==> src/sv/swpc_pkg.sv <==
// ----------------------------------------------------------------------------
// swpc_pkg
// shared types and constants of the servo window position controller
// ----------------------------------------------------------------------------
package swpc_pkg;

	localparam int unsigned STALL_LIMIT = 600;
	// the timer saturates one above the limit
	localparam int unsigned TIMER_W     = $clog2(STALL_LIMIT + 2);

	localparam int unsigned SAMPLE_W    = 8;
	localparam int unsigned SEL_W       = 2;
	localparam int unsigned NUM_WIN     = 4;
	localparam int unsigned PHASE_W     = 3;
	localparam int unsigned CFG_IDX_W   = 8;
	localparam int unsigned CFG_DATA_W  = 8;
	localparam int unsigned IN_TDATA_W  = 16;
	localparam int unsigned OUT_TDATA_W = 8;

	localparam logic [PHASE_W-1:0] PHASE_HIGH_END = 3'd4;
	localparam logic [PHASE_W-1:0] PHASE_DECIDE   = 3'd6;
	localparam logic [PHASE_W-1:0] PHASE_LAST     = 3'd7;
	localparam logic [PHASE_W-1:0] PHASE_RESTART  = 3'd0;
	localparam logic [PHASE_W-1:0] PHASE_FIRST    = 3'd1;

	typedef enum logic [1:0] {
		DRIVE_OFF   = 2'd0,
		DRIVE_RIGHT = 2'd1,
		DRIVE_LEFT  = 2'd2
	} drive_t;

	typedef logic [SAMPLE_W-1:0] sample_t;
	typedef logic [SEL_W-1:0]    sel_t;

	// one window as seen by the decision logic
	typedef struct packed {
		sample_t low;
		sample_t high;
	} window_t;

	// result item, last field in the lowest bits
	typedef struct packed {
		logic   motor_stuck;
		logic   target_reached;
		logic   sample_taken;
		logic   convert_start;
		drive_t motor_drive;
	} result_t;

	localparam sample_t LOW_RESET  [NUM_WIN] = '{8'd0, 8'd8, 8'd35, 8'd80};
	localparam sample_t HIGH_RESET [NUM_WIN] = '{8'd2, 8'd12, 8'd55, 8'd110};

endpackage

==> src/sv/servo_window_position_controller_top.sv <==
// a result appears in the output register in the cycle after its tick is accepted
// throughput: one tick per clock while m_tready is high; the output register refills in the cycle it drains
// per-tick work is a single pass of compare and counter logic in swpc_core
// reset (arst_n low, asynchronous): phase 0, timer 0, motor off, start line low,
// stuck flag clear, window bounds back to their defaults, output empty
// ----------------------------------------------------------------------------
// servo_window_position_controller_top
// seven-phase converter sequencer with window based motor drive and stall latch
// ----------------------------------------------------------------------------
module servo_window_position_controller_top
	import swpc_pkg::*;
(
	input  logic                   clk,
	input  logic                   arst_n,
	// tick input
	input  logic                   s_tvalid,
	output logic                   s_tready,
	// [7:0] position_sample, [9:8] target_select, [15:10] zero
	input  logic [IN_TDATA_W-1:0]  s_tdata,
	// result output
	output logic                   m_tvalid,
	input  logic                   m_tready,
	// [1:0] motor_drive, [2] convert_start, [3] sample_taken,
	// [4] target_reached, [5] motor_stuck, [7:6] zero
	output logic [OUT_TDATA_W-1:0] m_tdata,
	// bound register writes
	input  logic                   cfg_valid,
	output logic                   cfg_ready,
	input  logic [CFG_IDX_W-1:0]   cfg_index,
	input  logic [CFG_DATA_W-1:0]  cfg_data
);

	sample_t sample;
	sel_t    sel;
	window_t window;
	result_t result;
	result_t result_q;
	logic    out_valid_q;
	logic    accept;

	// unpack the tick transfer
	assign sample = s_tdata[SAMPLE_W-1:0];
	assign sel    = s_tdata[SAMPLE_W+SEL_W-1:SAMPLE_W];

	// take a tick whenever the output register is empty or draining
	assign s_tready  = !out_valid_q || m_tready;
	assign accept    = s_tvalid && s_tready;
	assign cfg_ready = 1'b1;

	swpc_cfg u_cfg (
		.clk      (clk),
		.arst_n   (arst_n),
		.wr_en    (cfg_valid),
		.wr_index (cfg_index),
		.wr_data  (cfg_data),
		.sel      (sel),
		.window   (window)
	);

	// core state advances on the accepting edge unless the stall latch is set, the result is captured alongside
	swpc_core u_core (
		.clk    (clk),
		.arst_n (arst_n),
		.step   (accept),
		.sample (sample),
		.sel    (sel),
		.window (window),
		.result (result)
	);

	// output register, control reset only
	always_ff @(posedge clk or negedge arst_n) begin
		if (!arst_n) begin
			out_valid_q <= 1'b0;
		end else if (s_tready) begin
			out_valid_q <= s_tvalid;
		end
	end

	always_ff @(posedge clk) begin
		if (accept) begin
			result_q <= result;
		end
	end

	assign m_tvalid = out_valid_q;
	assign m_tdata  = {{(OUT_TDATA_W - $bits(result_t)){1'b0}}, result_q};

endmodule

==> src/sv/swpc_cfg.sv <==
// ----------------------------------------------------------------------------
// swpc_cfg
// window bound registers with write port and window selection
// ----------------------------------------------------------------------------
module swpc_cfg
	import swpc_pkg::*;
(
	input  logic                  clk,
	input  logic                  arst_n,
	input  logic                  wr_en,
	input  logic [CFG_IDX_W-1:0]  wr_index,
	input  logic [CFG_DATA_W-1:0] wr_data,
	input  sel_t                  sel,
	output window_t               window
);

	sample_t low_q  [NUM_WIN];
	sample_t high_q [NUM_WIN];

	logic in_range;
	sel_t wr_win;

	// indexes past the last high bound are dropped
	assign in_range = (wr_index[CFG_IDX_W-1:SEL_W+1] == '0);
	assign wr_win   = wr_index[SEL_W:1];

	always_ff @(posedge clk or negedge arst_n) begin
		if (!arst_n) begin
			for (int i = 0; i < NUM_WIN; i++) begin
				low_q[i]  <= LOW_RESET[i];
				high_q[i] <= HIGH_RESET[i];
			end
		end else if (wr_en && in_range) begin
			if (wr_index[0]) begin
				high_q[wr_win] <= sample_t'(wr_data);
			end else begin
				low_q[wr_win] <= sample_t'(wr_data);
			end
		end
	end

	assign window.low  = low_q[sel];
	assign window.high = high_q[sel];

endmodule

==> src/sv/swpc_core.sv <==
// ----------------------------------------------------------------------------
// swpc_core
// phase sequencer, window decision and stall supervision for one tick
// ----------------------------------------------------------------------------
module swpc_core
	import swpc_pkg::*;
(
	input  logic    clk,
	input  logic    arst_n,
	input  logic    step,
	input  sample_t sample,
	input  sel_t    sel,
	input  window_t window,
	output result_t result
);

	logic [PHASE_W-1:0] phase_q, phase_d, phase_inc;
	logic [TIMER_W-1:0] timer_q, timer_d;
	sel_t               held_sel_q;
	drive_t             drive_q, drive_d;
	logic               conv_q, conv_d;
	logic               stuck_q, stuck_d;
	logic               taken, reached, in_window;

	assign phase_inc = phase_q + PHASE_W'(1);
	assign in_window = (sample > window.low) && (sample <= window.high);

	always_comb begin
		phase_d = phase_inc;
		timer_d = timer_q;
		drive_d = drive_q;
		conv_d  = conv_q;
		stuck_d = stuck_q;
		taken   = 1'b0;
		reached = 1'b0;
		if (!stuck_q) begin
			if (timer_q <= TIMER_W'(STALL_LIMIT)) begin
				timer_d = timer_q + TIMER_W'(1);
			end
			if (phase_inc >= PHASE_FIRST && phase_inc <= PHASE_HIGH_END) begin
				conv_d = 1'b1;
			end else if (phase_inc == PHASE_LAST || phase_inc == PHASE_RESTART) begin
				phase_d = PHASE_RESTART;
				taken   = 1'b1;
				conv_d  = 1'b0;
			end else begin
				taken = 1'b1;
			end
			if (sel != held_sel_q) begin
				timer_d = '0;
			end
			if (phase_d == PHASE_DECIDE) begin
				if (in_window) begin
					reached = 1'b1;
					timer_d = '0;
					drive_d = DRIVE_OFF;
				end else if (sample <= window.low) begin
					drive_d = DRIVE_RIGHT;
				end else begin
					drive_d = DRIVE_LEFT;
				end
			end
			if (timer_d > TIMER_W'(STALL_LIMIT)) begin
				stuck_d = 1'b1;
				drive_d = DRIVE_OFF;
			end
		end
	end

	always_ff @(posedge clk or negedge arst_n) begin
		if (!arst_n) begin
			phase_q    <= PHASE_RESTART;
			timer_q    <= '0;
			held_sel_q <= '0;
			drive_q    <= DRIVE_OFF;
			conv_q     <= 1'b0;
			stuck_q    <= 1'b0;
		end else if (step && !stuck_q) begin
			phase_q    <= phase_d;
			timer_q    <= timer_d;
			held_sel_q <= sel;
			drive_q    <= drive_d;
			conv_q     <= conv_d;
			stuck_q    <= stuck_d;
		end
	end

	// halted ticks report only the line level and the stuck flag
	assign result.motor_drive    = drive_d;
	assign result.convert_start  = conv_d;
	assign result.sample_taken   = taken;
	assign result.target_reached = reached;
	assign result.motor_stuck    = stuck_q | stuck_d;

endmodule
==> config.mk <==
export PLATFORM = sky130hd
export DESIGN_NAME = servo_window_position_controller_top
export DESIGN_NICKNAME = d
export VERILOG_FILES = /design/src/sv/swpc_pkg.sv /design/src/sv/servo_window_position_controller_top.sv /design/src/sv/swpc_cfg.sv /design/src/sv/swpc_core.sv
export SDC_FILE = /design/constraint.sdc
export NUM_CORES = 1
export LEC_CHECK = 0
export ABC_AREA = 1
export BUFFER_PORTS_ARGS = -buffer_cell sky130_fd_sc_hd__buf_2
export CAP_MARGIN = 10
export CORE_MARGIN = 1.5
export CORE_UTILIZATION = 54
export DETAILED_ROUTE_END_ITERATION = 8
export GPL_ROUTABILITY_DRIVEN = 1
export GPL_TIMING_DRIVEN = 0
export PLACE_DENSITY = 0.74
export REMOVE_ABC_BUFFERS = 1
export SYNTH_ARGS = -nofsm -noshare
export SYNTH_HDL_FRONTEND = slang
export SYNTH_HIERARCHICAL = 1
export SYNTH_SLANG_ARGS = --single-unit
==> constraint.sdc <==
create_clock -name clk -period 2.4 [get_ports clk]
set_input_delay 0.24 -clock clk [delete_from_list [all_inputs] [get_ports clk]]
set_output_delay 0.24 -clock clk [all_outputs]
set_load 0.02 [all_outputs]
==> results of run 1 <==
-- cell families after synthesis --
| group | count (synthesis) | synth area share [%] |
|---|---|---|
| other cells | 2 | 0.144 |
| simple gates | 386 | 32.3 |
| fa+ha+maj | 23 | 5.50 |
| xor+xnor | 4 | 0.670 |
| flops | 90 | 44.1 |
| compound gates | 86 | 9.00 |
| buf+inv | 99 | 8.33 |
-- metrics by stage --
stage / TNS (ps) / instances
floorplan: -1210 / 655
global placement: -18460 / 822
detailed placement: -19520 / 823
CTS: -1470 / 858
global route: -2310 / 860
finish: -1900 / 860
-- cell type report --
type,instances,share of cell area (%)
clock inverters,7,2.38
well taps,129,2.61
repair buffers,58,6.30
inverters,63,3.94
clock buffers,9,2.00
flip-flops and latches,90,37.2
repair inverters,1,0.121
multi-input cells,503,45.4
-- what timing repair did --
item,4_1_cts,5_1_grt
hold endpoints to repair,25,0
pin swaps,21,36
buffers inserted,16,2
endpoints found under the setup margin,19,18
resized for setup,41,35
cloned,2,0
hold buffers,1,0
-- cells in the mapped netlist, drive strengths merged (2+ instances only) --
cell	n
o22ai	17
dfstp	19
dfrtp	65
clkinv	2
conb	2
buf	25
nand2	219
nand3	88
nand4	17
inv	61
a21oi	11
ha	23
o21ai	54
xor2	3
nor2	59
edfxtp	6
clkbuf	11
-- worst min-delay path by stage --
stage,start,end,cells after the start
after global placement,s_tvalid,m_tvalid$_DFFE_PN0P_,3
after CTS,s_tvalid,m_tvalid$_DFFE_PN0P_,3
after detailed placement,arst_n,u_core/timer_q[2]$_DFFE_PN0P_,1
final,s_tvalid,m_tvalid$_DFFE_PN0P_,3
after floorplan,arst_n,m_tvalid$_DFFE_PN0P_,0
after global routing,s_tvalid,m_tvalid$_DFFE_PN0P_,3
-- state kept, by name (all words and copies together), names as in the netlist --
signal	flops
m_tdata	6
m_tvalid	1
u_cfg/high_q	32
u_cfg/low_q	32
u_core/conv_q	1
u_core/drive_q	2
u_core/held_sel_q	2
u_core/phase_q	3
u_core/stuck_q	1
u_core/timer_q	10
-- worst max-delay path: cells and delay by family (launching register included) --
family | cells | cell delay [ps]
adder cells (fa/ha/maj) | 1 | 250
AND/OR/NAND/NOR | 11 | 1240
AO/OA/AOI/OAI | 3 | 550
buffers and inverters | 1 | 100
flip-flops | 1 | 400
-- power by group through the flow --
stage	Clock (mW)	Sequential, mW	Combinational, mW
global route	1.47	1.63	0.513
finish	1.38	1.63	0.465
global placement	0	1.65	0.339
detailed placement	0	1.65	0.358
floorplan	0	1.65	0.195
CTS	1.40	1.63	0.415
-- metal layers --
metal,share of wire (%),GRT usage [%],vias up
met5,0,0,-
met4,2.7,11.9,0
met3,5.9,4.35,40
met2,50,49.7,202
met1,42,36.1,2337
li1,-,-,2318
==> run_results.csv, run 1 <==
group,metric,value,unit
synth,async_flop_share,93.3,%
synth,yosysTopAreaCell,"dfrtp_1",
power_and_ir_drop,p_sw,0.904,mW
synth,synth_enable_flop_cells,6,
synth,yosys-top-cells-area,"dfrtp_1 31%, nand2_1 15%, dfstp_2 9.5%",
floorplanning,die_w,101,µm
global_routing,antenna_found_initial,0,
timing,hold_viol_final,0,
worst_setup_path,reg2reg_to,"m_tdata[1]$_DFFE_PP_",
timing,relSlewSlack,37.7,%
cts,cts_sinks,90,
synth,yosys_warnings,6,
route,drc,0,
cts,cts_max_level,3,
route,avgRoutedWirePerCell,16.7,µm
global_routing,grt_pass1_wl,22.8,mm
global_routing,grt_pass1_vias,4707,
worst_setup_path,max_stage_delay,400,ps
cts,clk_latency,370,ps
synth,synth_cell_type_count,34,
place,port_buffers,38,
worst_setup_path,reg2reg_depth,16,
power_and_ir_drop,ir_worst_vdd,0.446,mV
global_routing,grt_usage,28.7,%
worst_setup_path,crit_arrival,2910,ps
power_and_ir_drop,intPower,2.57,mW
timing,hold_ws,81.5,ps
run_status,violations,"setup timing",
cells_and_area,mostFrequentLayoutCell,"nand2_1",
synth,syn_area,0.00523,mm²
place,routabilityCongestion,0.880,
cells_and_area,final_util,66.4,%
timing,fin_crit,2790,ps
power_and_ir_drop,fin_total_pwr,3.47,mW
power_and_ir_drop,pwr-share-clk,39.7,%
cells_and_area,finalInstanceArea,0.00619,mm²
place,dpl_cell_area,0.00542,mm²
floorplanning,die_h,101,µm
cells_and_area,regArea,0.00231,mm²
floorplanning,rows,35,
timing,setup_slack,-389,ps
synth,synth_seq_area_share,44.1,%
cells_and_area,multi_input_comb_area,0.00281,mm²
worst_setup_path,path_class,"reg2reg",
worst_setup_path,end_kind,"register",
route,drtIter0Drc,406,
route,vias_per_cell,5.69,
synth,synth_top_area_share,31.1,%
run,cap_violations,0,
power_and_ir_drop,p_leak,2.97,nW
floorplanning,io_pins,48,
cells_and_area,drive_gt1_share,22.2,%
worst_setup_path,startpoint_type,"register",
global_routing,grt_overflow,0,
worst_setup_path,crit_slowest_cell,"dfrtp_1",
power_and_ir_drop,combPwrFrac,13.4,%
floorplanning,core,0.00933,mm²
floorplanning,start_util,56.1,%
place,hpwl,8.36,mm
power_and_ir_drop,power_density,560,mW/mm²
route,wirelength,14.4,mm
worst_setup_path,crit_start,"u_cfg/high_q[14]$_DFFE_PN0P_",
worst_setup_path,r2r_slack,-390,ps
timing,rsz0062_at_grt,"true",
min_path,hold_class,"in2reg",
worst_setup_path,r2r-start,"u_cfg/high_q[14]$_DFFE_PN0P_",
cells_and_area,antenna_cells,0,
floorplanning,die_area,0.0103,mm²
cells_and_area,area_growth,18.4,%
power_and_ir_drop,swShare,26.0,%
timing,final_max_slew_viol_count,0,
route,ant_nets,0,
worst_setup_path,required,2530,ps
worst_setup_path,crit_path_end,"m_tdata[1]$_DFFE_PP_",
power_and_ir_drop,p_seq_share,46.9,%
place,dp_slack,-1520,ps
global_routing,grt_max_degree,51,
route,dr.pass1.iters,5,
cts,cts_buffers,9,
cts,cts-root-buf,"clkbuf_8",
cts,clkTransAtPathRegs,100,ps
timing,setup_viol,6,
synth,synthCells,690,
cells_and_area,num-fill-cells,766,
synth,synth_ff_type,"dfrtp_1",
cts,clk_path_buf_depth,2,
timing,max_slew.worst_pin.slew,933,ps
timing,fin_crit_sh,116,%
worst_setup_path,cp_max_fo,6,
cells_and_area,nNetsFinal,786,
synth,ys_ff_latch,90,
run_status,status,"finished with violations",
cts,cts_tree,"yes",
cells_and_area,layout_common_cells,"199 x nand2_1, 79 x nand3_1, 65 x dfrtp_1",
timing,finClkSkew,17.9,ps
timing,fmax,359,MHz
synth,avgSynthCellArea,7.58,µm²
worst_setup_path,crit_path_cell_trace,"o21ai_0 > o22ai_2 > inv_1 > ha_1 > nand2_2 > nor2_4 > nand4_1 > nand2_4 > nand2_8 > nand4_1 > nor2_2 > nand2_1 > nand2_2 > nand2_4 > nand3_2 > o21ai_1",
route,vias,4897,
(Power assumes the default switching activity.)
==> run 2: changes to the inputs <==
--- a/config.mk
+++ b/config.mk
@@ -13,9 +13,8 @@
 export DETAILED_ROUTE_END_ITERATION = 8
 export GPL_ROUTABILITY_DRIVEN = 1
 export GPL_TIMING_DRIVEN = 0
-export PLACE_DENSITY = 0.74
+export PLACE_DENSITY = 0.75
 export REMOVE_ABC_BUFFERS = 1
 export SYNTH_ARGS = -nofsm -noshare
 export SYNTH_HDL_FRONTEND = slang
-export SYNTH_HIERARCHICAL = 1
 export SYNTH_SLANG_ARGS = --single-unit
==> run_results.csv, run 2 <==
group,metric,value,unit
run_status,status,"finished with violations",
run_status,violations,"setup timing",
synth,synth_top_area_share,33.3,%
timing,finClkSkew,6.56,ps
worst_setup_path,cpMostUsedCell,"nand2_2",
global_routing,grt_pass1_vias,3993,
min_path,min_path_cells,3,
global_routing,grt_pass1_wl,19.1,mm
power_and_ir_drop,intPower,2.20,mW
power_and_ir_drop,p_seq_share,54.3,%
timing,fin_crit,2690,ps
worst_setup_path,crit_path_cell_trace,"nand2_1 > a32o_2 > ha_4 > nand2_4 > inv_2 > nand2_2 > nand2_2 > nand2_2 > a21oi_4 > nand2_4 > nand3b_1 > nand2_1 > nor2_2 > nand3_2 > a21oi_2 > inv_1",
synth,async_flop_share,93.3,%
worst_setup_path,crit_slowest_cell,"dfstp_2",
worst_setup_path,required,2520,ps
global_routing,antenna_found_initial,0,
cells_and_area,area_growth,13.5,%
place,routabilityCongestion,0.838,
cts,cts_tree,"yes",
cells_and_area,drive_gt1_share,20.2,%
synth,synth_cell_type_count,38,
synth,synth_seq_area_share,47.1,%
synth,yosys_warnings,0,
global_routing,grt_max_degree,53,
route,top_layer,"met4",
timing,rsz0062_at_grt,"true",
synth,avgSynthCellArea,8.06,µm²
timing,setup_slack,-286,ps
route,vias_per_cell,5.54,
global_routing,grt_usage,24.8,%
synth,synth_enable_flop_cells,6,
floorplanning,rows,34,
cts,clkTransAtPathRegs,80,ps
worst_setup_path,critical_path.top_delay_family,"simple AND/OR/NAND/NOR gates",
route,vias,4179,
route,drc,0,
synth,syn_area,0.00489,mm²
cts,clk_path_buf_depth,2,
route,drtIter0Drc,278,
synth,yosys-top-cells-area,"dfrtp_1 33%, nand2_1 15%, dfstp_2 10%",
worst_setup_path,r2r-start,"u_cfg.low_q[19]$_DFFE_PN1P_",
cells_and_area,mostFrequentLayoutCell,"nand2_1",
route,dr.pass1.iters,5,
power_and_ir_drop,p_leak,2.50,nW
timing,fin_crit_sh,112,%
cts,cts_max_level,3,
cells_and_area,num-fill-cells,761,
power_and_ir_drop,power_density,548,mW/mm²
synth,synthCells,607,
synth,ys_ff_latch,90,
worst_setup_path,end_kind,"register",
worst_setup_path,cp_max_fo,5,
cells_and_area,finalInstanceArea,0.00555,mm²
route,avgRoutedWirePerCell,15.1,µm
synth,yosysTopAreaCell,"dfrtp_1",
timing,relSlewSlack,44.7,%
cells_and_area,final_cell_count_no_fill,755,
place,port_buffers,38,
worst_setup_path,r2r_slack,-290,ps
floorplanning,core,0.00876,mm²
timing,fmax,372,MHz
worst_setup_path,path_buf_inv,2,
cts,cts-root-buf,"clkbuf_8",
timing,hold_viol_final,0,
min_path,whs_endpoint,"m_tvalid$_DFFE_PN0N_",
power_and_ir_drop,pwr-share-clk,31.3,%
floorplanning,io_pins,48,
timing,final_max_slew_viol_count,0,
cells_and_area,layout_common_cells,"192 x nand2_1, 83 x o21ai_0, 65 x dfrtp_1",
global_routing,grt_overflow,0,
place,hpwl,7.37,mm
route,wl_met3,565,µm
worst_setup_path,reg2reg_to,"m_tdata[5]$_DFFE_PP_",
place,dp_cells,728,
floorplanning,start_util,55.8,%
min_path,min-delay-start,"s_tvalid",
floorplanning,die_h,98.2,µm
worst_setup_path,reg2reg_depth,16,
min_path,hold_class,"in2reg",
worst_setup_path,crit_arrival,2810,ps
route,wl_met1,5.02,mm
run,cap_violations,0,
power_and_ir_drop,combPwrFrac,14.4,%
cells_and_area,reg_top3,"u_cfg.high_q: 32 flops, u_cfg.low_q: 32 flops, u_core.timer_q: 10 flops",
cts,cts_buffers,9,
synth,synth_ff_type,"dfrtp_1",
route,ant_nets,0,
worst_setup_path,max_stage_delay,540,ps
floorplanning,die_w,98.2,µm
timing,setup_viol,6,
worst_setup_path,path_class,"reg2reg",
synth,synth_most_common_cell,"nand2_1",
power_and_ir_drop,ir_worst_vdd,0.305,mV
cts,clk_latency,360,ps
cts,cts_sinks,90,
place,dpl_cell_area,0.00512,mm²
worst_setup_path,startpoint_type,"register",
power_and_ir_drop,p_sw,0.844,mW
route,wirelength,11.4,mm
cells_and_area,nNetsFinal,702,
synth,synthTopCellsByCount,"201 x nand2_1, 86 x o21ai_0, 65 x dfrtp_1, 47 x inv_1, 27 x nor2_1",
cells_and_area,antenna_cells,0,
floorplanning,die_area,0.00964,mm²
power_and_ir_drop,swShare,27.7,%
timing,max_slew.worst_pin.slew,827,ps
route,dr_wl_met2,5.65,mm
## run 2: cell count changes after synthesis, sizes merged, moves of 4 or more
cell	delta
nand3	-69
nor2	-29
nand3b	+4
o21ai	+34
nand4	-12
buf	-19
nand2	-12
a32o	+14
a21oi	+16
inv	-9
clkbuf	+10
o22ai	-14
## run 2: logic make-up (layout without fill, tap and decap cells)
group	after synthesis	count (layout)	synth area share, %
simple gates	269	270	23.1
other cells	2	3	0.154
compound gates	139	139	16.4
buf+inv	80	118	6.65
flops	90	90	47.1
fa+ha+maj	23	23	5.88
xor+xnor	4	4	0.716
## run 2: what timing repair did
action,CTS,global route
resized for setup,33,12
hold endpoints to repair,26,0
setup buffers,5,2
gates cloned,3,0
pin swaps,10,10
endpoints found under the setup margin,17,18
hold buffers,1,0
## run 2: metal layers
layer | global-route usage, % | up-vias
met5 | 0 | -
li1 | - | 2061
met1 | 34.5 | 1977
met3 | 3.29 | 13
met4 | 8.02 | 0
met2 | 40.7 | 128
## run 2: worst max path at each step
stage	from	end	cells after the start
global placement	s_tdata[8]	m_tdata[1]$_DFFE_PP_	18
detailed placement	s_tdata[8]	m_tdata[1]$_DFFE_PP_	18
floorplan	s_tdata[9]	m_tdata[1]$_DFFE_PP_	17
finish	u_cfg.low_q[19]$_DFFE_PN1P_	m_tdata[5]$_DFFE_PP_	16
CTS	u_cfg.low_q[13]$_DFFE_PN1P_	m_tdata[5]$_DFFE_PP_	14
global route	u_cfg.low_q[19]$_DFFE_PN1P_	m_tdata[1]$_DFFE_PP_	17
## run 2: metrics by stage
step	utilization [%]	setup slack [ps]	power, mW	setup TNS (ps)	hold slack (ps)
after floorplan	-	-336	1.92	-1450	-55.6
after global placement	58.1	-1280	2.04	-13690	461
after detailed placement	58.5	-1440	2.06	-15110	222
after CTS	62.6	-226	3.04	-1240	123
after global routing	63.4	-397	3.17	-3150	153
final	63.4	-286	3.04	-1640	130
## run 2: power groups by stage
stage                     sequential [mW]  combinational (mW)  clock (mW)
after floorplan                      1.68               0.236           0
after global placement               1.68               0.362           0
after detailed placement             1.68               0.383           0
after CTS                            1.65               0.422       0.962
after global routing                 1.66               0.493        1.02
final                                1.65               0.439       0.951
## run 2: final cells by class
type | instances | area, µm² | share of cell area, %
clock inverters | 5 | 28.8 | 0.518
inverters | 53 | 210 | 3.79
flip-flops and latches | 90 | 2310 | 41.5
clock buffers | 11 | 151 | 2.73
multi-input cells | 439 | 2420 | 43.6
repair buffers | 47 | 285 | 5.14
well taps | 108 | 135 | 2.43
repair inverters | 2 | 13.8 | 0.248
## run 2: worst reg2reg max path: stages, from the launching register on
cell and delay (ps):
dfstp_2 540, nand2_1 50, a32o_2 310, ha_4 280, nand2_4 50, inv_2 50, nand2_2 50, nand2_2 50
nand2_2 60, a21oi_4 270, nand2_4 100, nand3b_1 130, nand2_1 100, nor2_2 110, nand3_2 120, a21oi_2 140
inv_1 50
==> run 3: changes to the inputs <==
==> constraint.sdc (replaced) <==
create_clock -name clk -period 2.4 [get_ports clk]
set_input_delay 0.6 -clock clk [delete_from_list [all_inputs] [get_ports clk]]
set_output_delay 0.6 -clock clk [all_outputs]
set_load 0.02 [all_outputs]
==> run_results.csv, run 3 (synthesized netlist as in run 2, its figures left out) <==
group,metric,value,unit
run_status,status,"finished with violations",
run_status,violations,"setup timing",
cts,cts_tree,"yes",
floorplanning,start_util,55.8,%
timing,max_slew.worst_pin.slew,876,ps
worst_setup_path,cp_max_fo,6,
power_and_ir_drop,power_density,543,mW/mm²
place,hpwl,7.37,mm
timing,relSlewSlack,41.4,%
worst_setup_path,crit_arrival,2920,ps
power_and_ir_drop,p_leak,2.55,nW
place,routabilityCongestion,0.838,
route,drc,0,
global_routing,grt_overflow,0,
worst_setup_path,reg2reg_to,"m_tdata[5]$_DFFE_PP_",
floorplanning,die_area,0.00964,mm²
cells_and_area,nNetsFinal,705,
route,ant_nets,0,
timing,rsz0062_at_grt,"true",
run,cap_violations,0,
cts,cts_buffers,9,
worst_setup_path,end_kind,"register",
floorplanning,rows,34,
route,vias,4252,
global_routing,grt_pass1_wl,19.1,mm
place,dp_cells,728,
cts,clk_path_buf_depth,2,
floorplanning,io_pins,48,
timing,setup_viol,6,
global_routing,grt_pass1_vias,4032,
cells_and_area,multi_input_comb_area,0.00244,mm²
place,dpl_cell_area,0.00512,mm²
route,avgRoutedWirePerCell,15.8,µm
cells_and_area,mostFrequentLayoutCell,"nand2_1",
cts,cts_max_level,3,
worst_setup_path,r2r-start,"u_cfg.low_q[19]$_DFFE_PN1P_",
timing,hold_viol_final,0,
cells_and_area,final_cell_count_no_fill,758,
cells_and_area,drive_gt1_share,21.2,%
cells_and_area,finalInstanceArea,0.00568,mm²
worst_setup_path,crit_start,"s_tdata[9]",
global_routing,grt_usage,24.8,%
floorplanning,core,0.00876,mm²
worst_setup_path,required,2530,ps
route,dr.pass1.iters,4,
cts,clk_latency,370,ps
global_routing,grt_max_degree,53,
route,drtIter0Drc,335,
cts,cts_sinks,90,
timing,setup_slack,-386,ps
timing,fin_crit_sh,116,%
worst_setup_path,startpoint_type,"input pin",
place,port_buffers,38,
cells_and_area,area_growth,16.1,%
timing,finClkSkew,9.99,ps
worst_setup_path,path_class,"in2reg",
min_path,hold_class,"in2async",
timing,fmax,359,MHz
global_routing,antenna_found_initial,0,
power_and_ir_drop,ir_worst_vdd,0.303,mV
cells_and_area,antenna_cells,0,
cts,cts-root-buf,"clkbuf_8",
cells_and_area,regArea,0.00231,mm²
floorplanning,die_w,98.2,µm
cts,clkTransAtPathRegs,90,ps
timing,fin_crit,2790,ps
worst_setup_path,reg2reg_depth,16,
cells_and_area,reg_top3,"u_cfg.high_q: 32 flops, u_cfg.low_q: 32 flops, u_core.timer_q: 10 flops",
timing,hold_ws,177,ps
timing,final_max_slew_viol_count,0,
cells_and_area,num-fill-cells,726,
worst_setup_path,r2r_slack,-320,ps
floorplanning,die_h,98.2,µm
route,vias_per_cell,5.61,
route,wirelength,12.0,mm
cells_and_area,layout_common_cells,"193 x nand2_1, 82 x o21ai_0, 65 x dfrtp_1",
run 3: layout make-up:
class / count / area share, %
inverters: 53 / 3.79
clock buffers: 11 / 2.67
clock inverters: 5 / 0.507
repair inverters: 2 / 0.661
well taps: 108 / 2.38
multi-input cells: 439 / 43.0
repair buffers: 50 / 6.39
flip-flops and latches: 90 / 40.6
run 3: timing repair:
action,CTS,global route
pin swaps,9,19
endpoints found under the setup margin,17,17
cloned,3,0
gates resized for setup,33,37
hold buffers,0,0
buffers inserted,8,3
run 3: worst max-delay path by stage:
stage                                          endpoint  slack [ps]  depth (start not counted)
final                              m_tdata[5]$_DFFE_PP_        -390                         16
after detailed placement           m_tdata[1]$_DFFE_PP_       -1800                         18
after global routing      u_core.drive_q[1]$_DFFE_PN0P_        -480                         17
after global placement             m_tdata[1]$_DFFE_PP_       -1640                         18
after floorplan                    m_tdata[1]$_DFFE_PP_        -700                         17
after CTS                          m_tdata[5]$_DFFE_PP_        -300                         17
run 3: power breakdown:
part           switching (mW)  internal, mW
logic                   0.292         0.177
registers              0.0433          1.61
clock network           0.532         0.428
run 3: worst max-delay path, cell delays in order:
cell and delay [ps]:
buf_12 100, clkinvlp_4 110, buf_6 150, a32o_1 270, ha_1 300, nand2_1 80, nor2_2 180, nand4_1 170
nand2_4 180, nand2_4 90, nand3b_1 130, nand2_1 90, nor2_2 130, nand3_2 120, a21oi_2 160, inv_1 50
run 3: metrics by stage:
| stage | TNS, ps | utilization, % | setup WS [ps] | total power, mW |
|---|---|---|---|---|
| after global placement | -20330 | 58.1 | -1640 | 2.04 |
| after detailed placement | -21870 | 58.5 | -1800 | 2.06 |
| after floorplan | -5560 | - | -696 | 1.92 |
| final | -2200 | 64.8 | -386 | 3.08 |
| after global routing | -4010 | 64.8 | -484 | 3.21 |
| after CTS | -1620 | 62.7 | -303 | 3.04 |
run 3: layer usage:
metal  global-route usage, %  up-vias  wire, µm
met5                       0        -         0
met4                    8.13        0       121
met3                    3.15       16       577
met2                    41.1      132      5930
met1                    34.3     2034      5370
li1                        -     2070         -
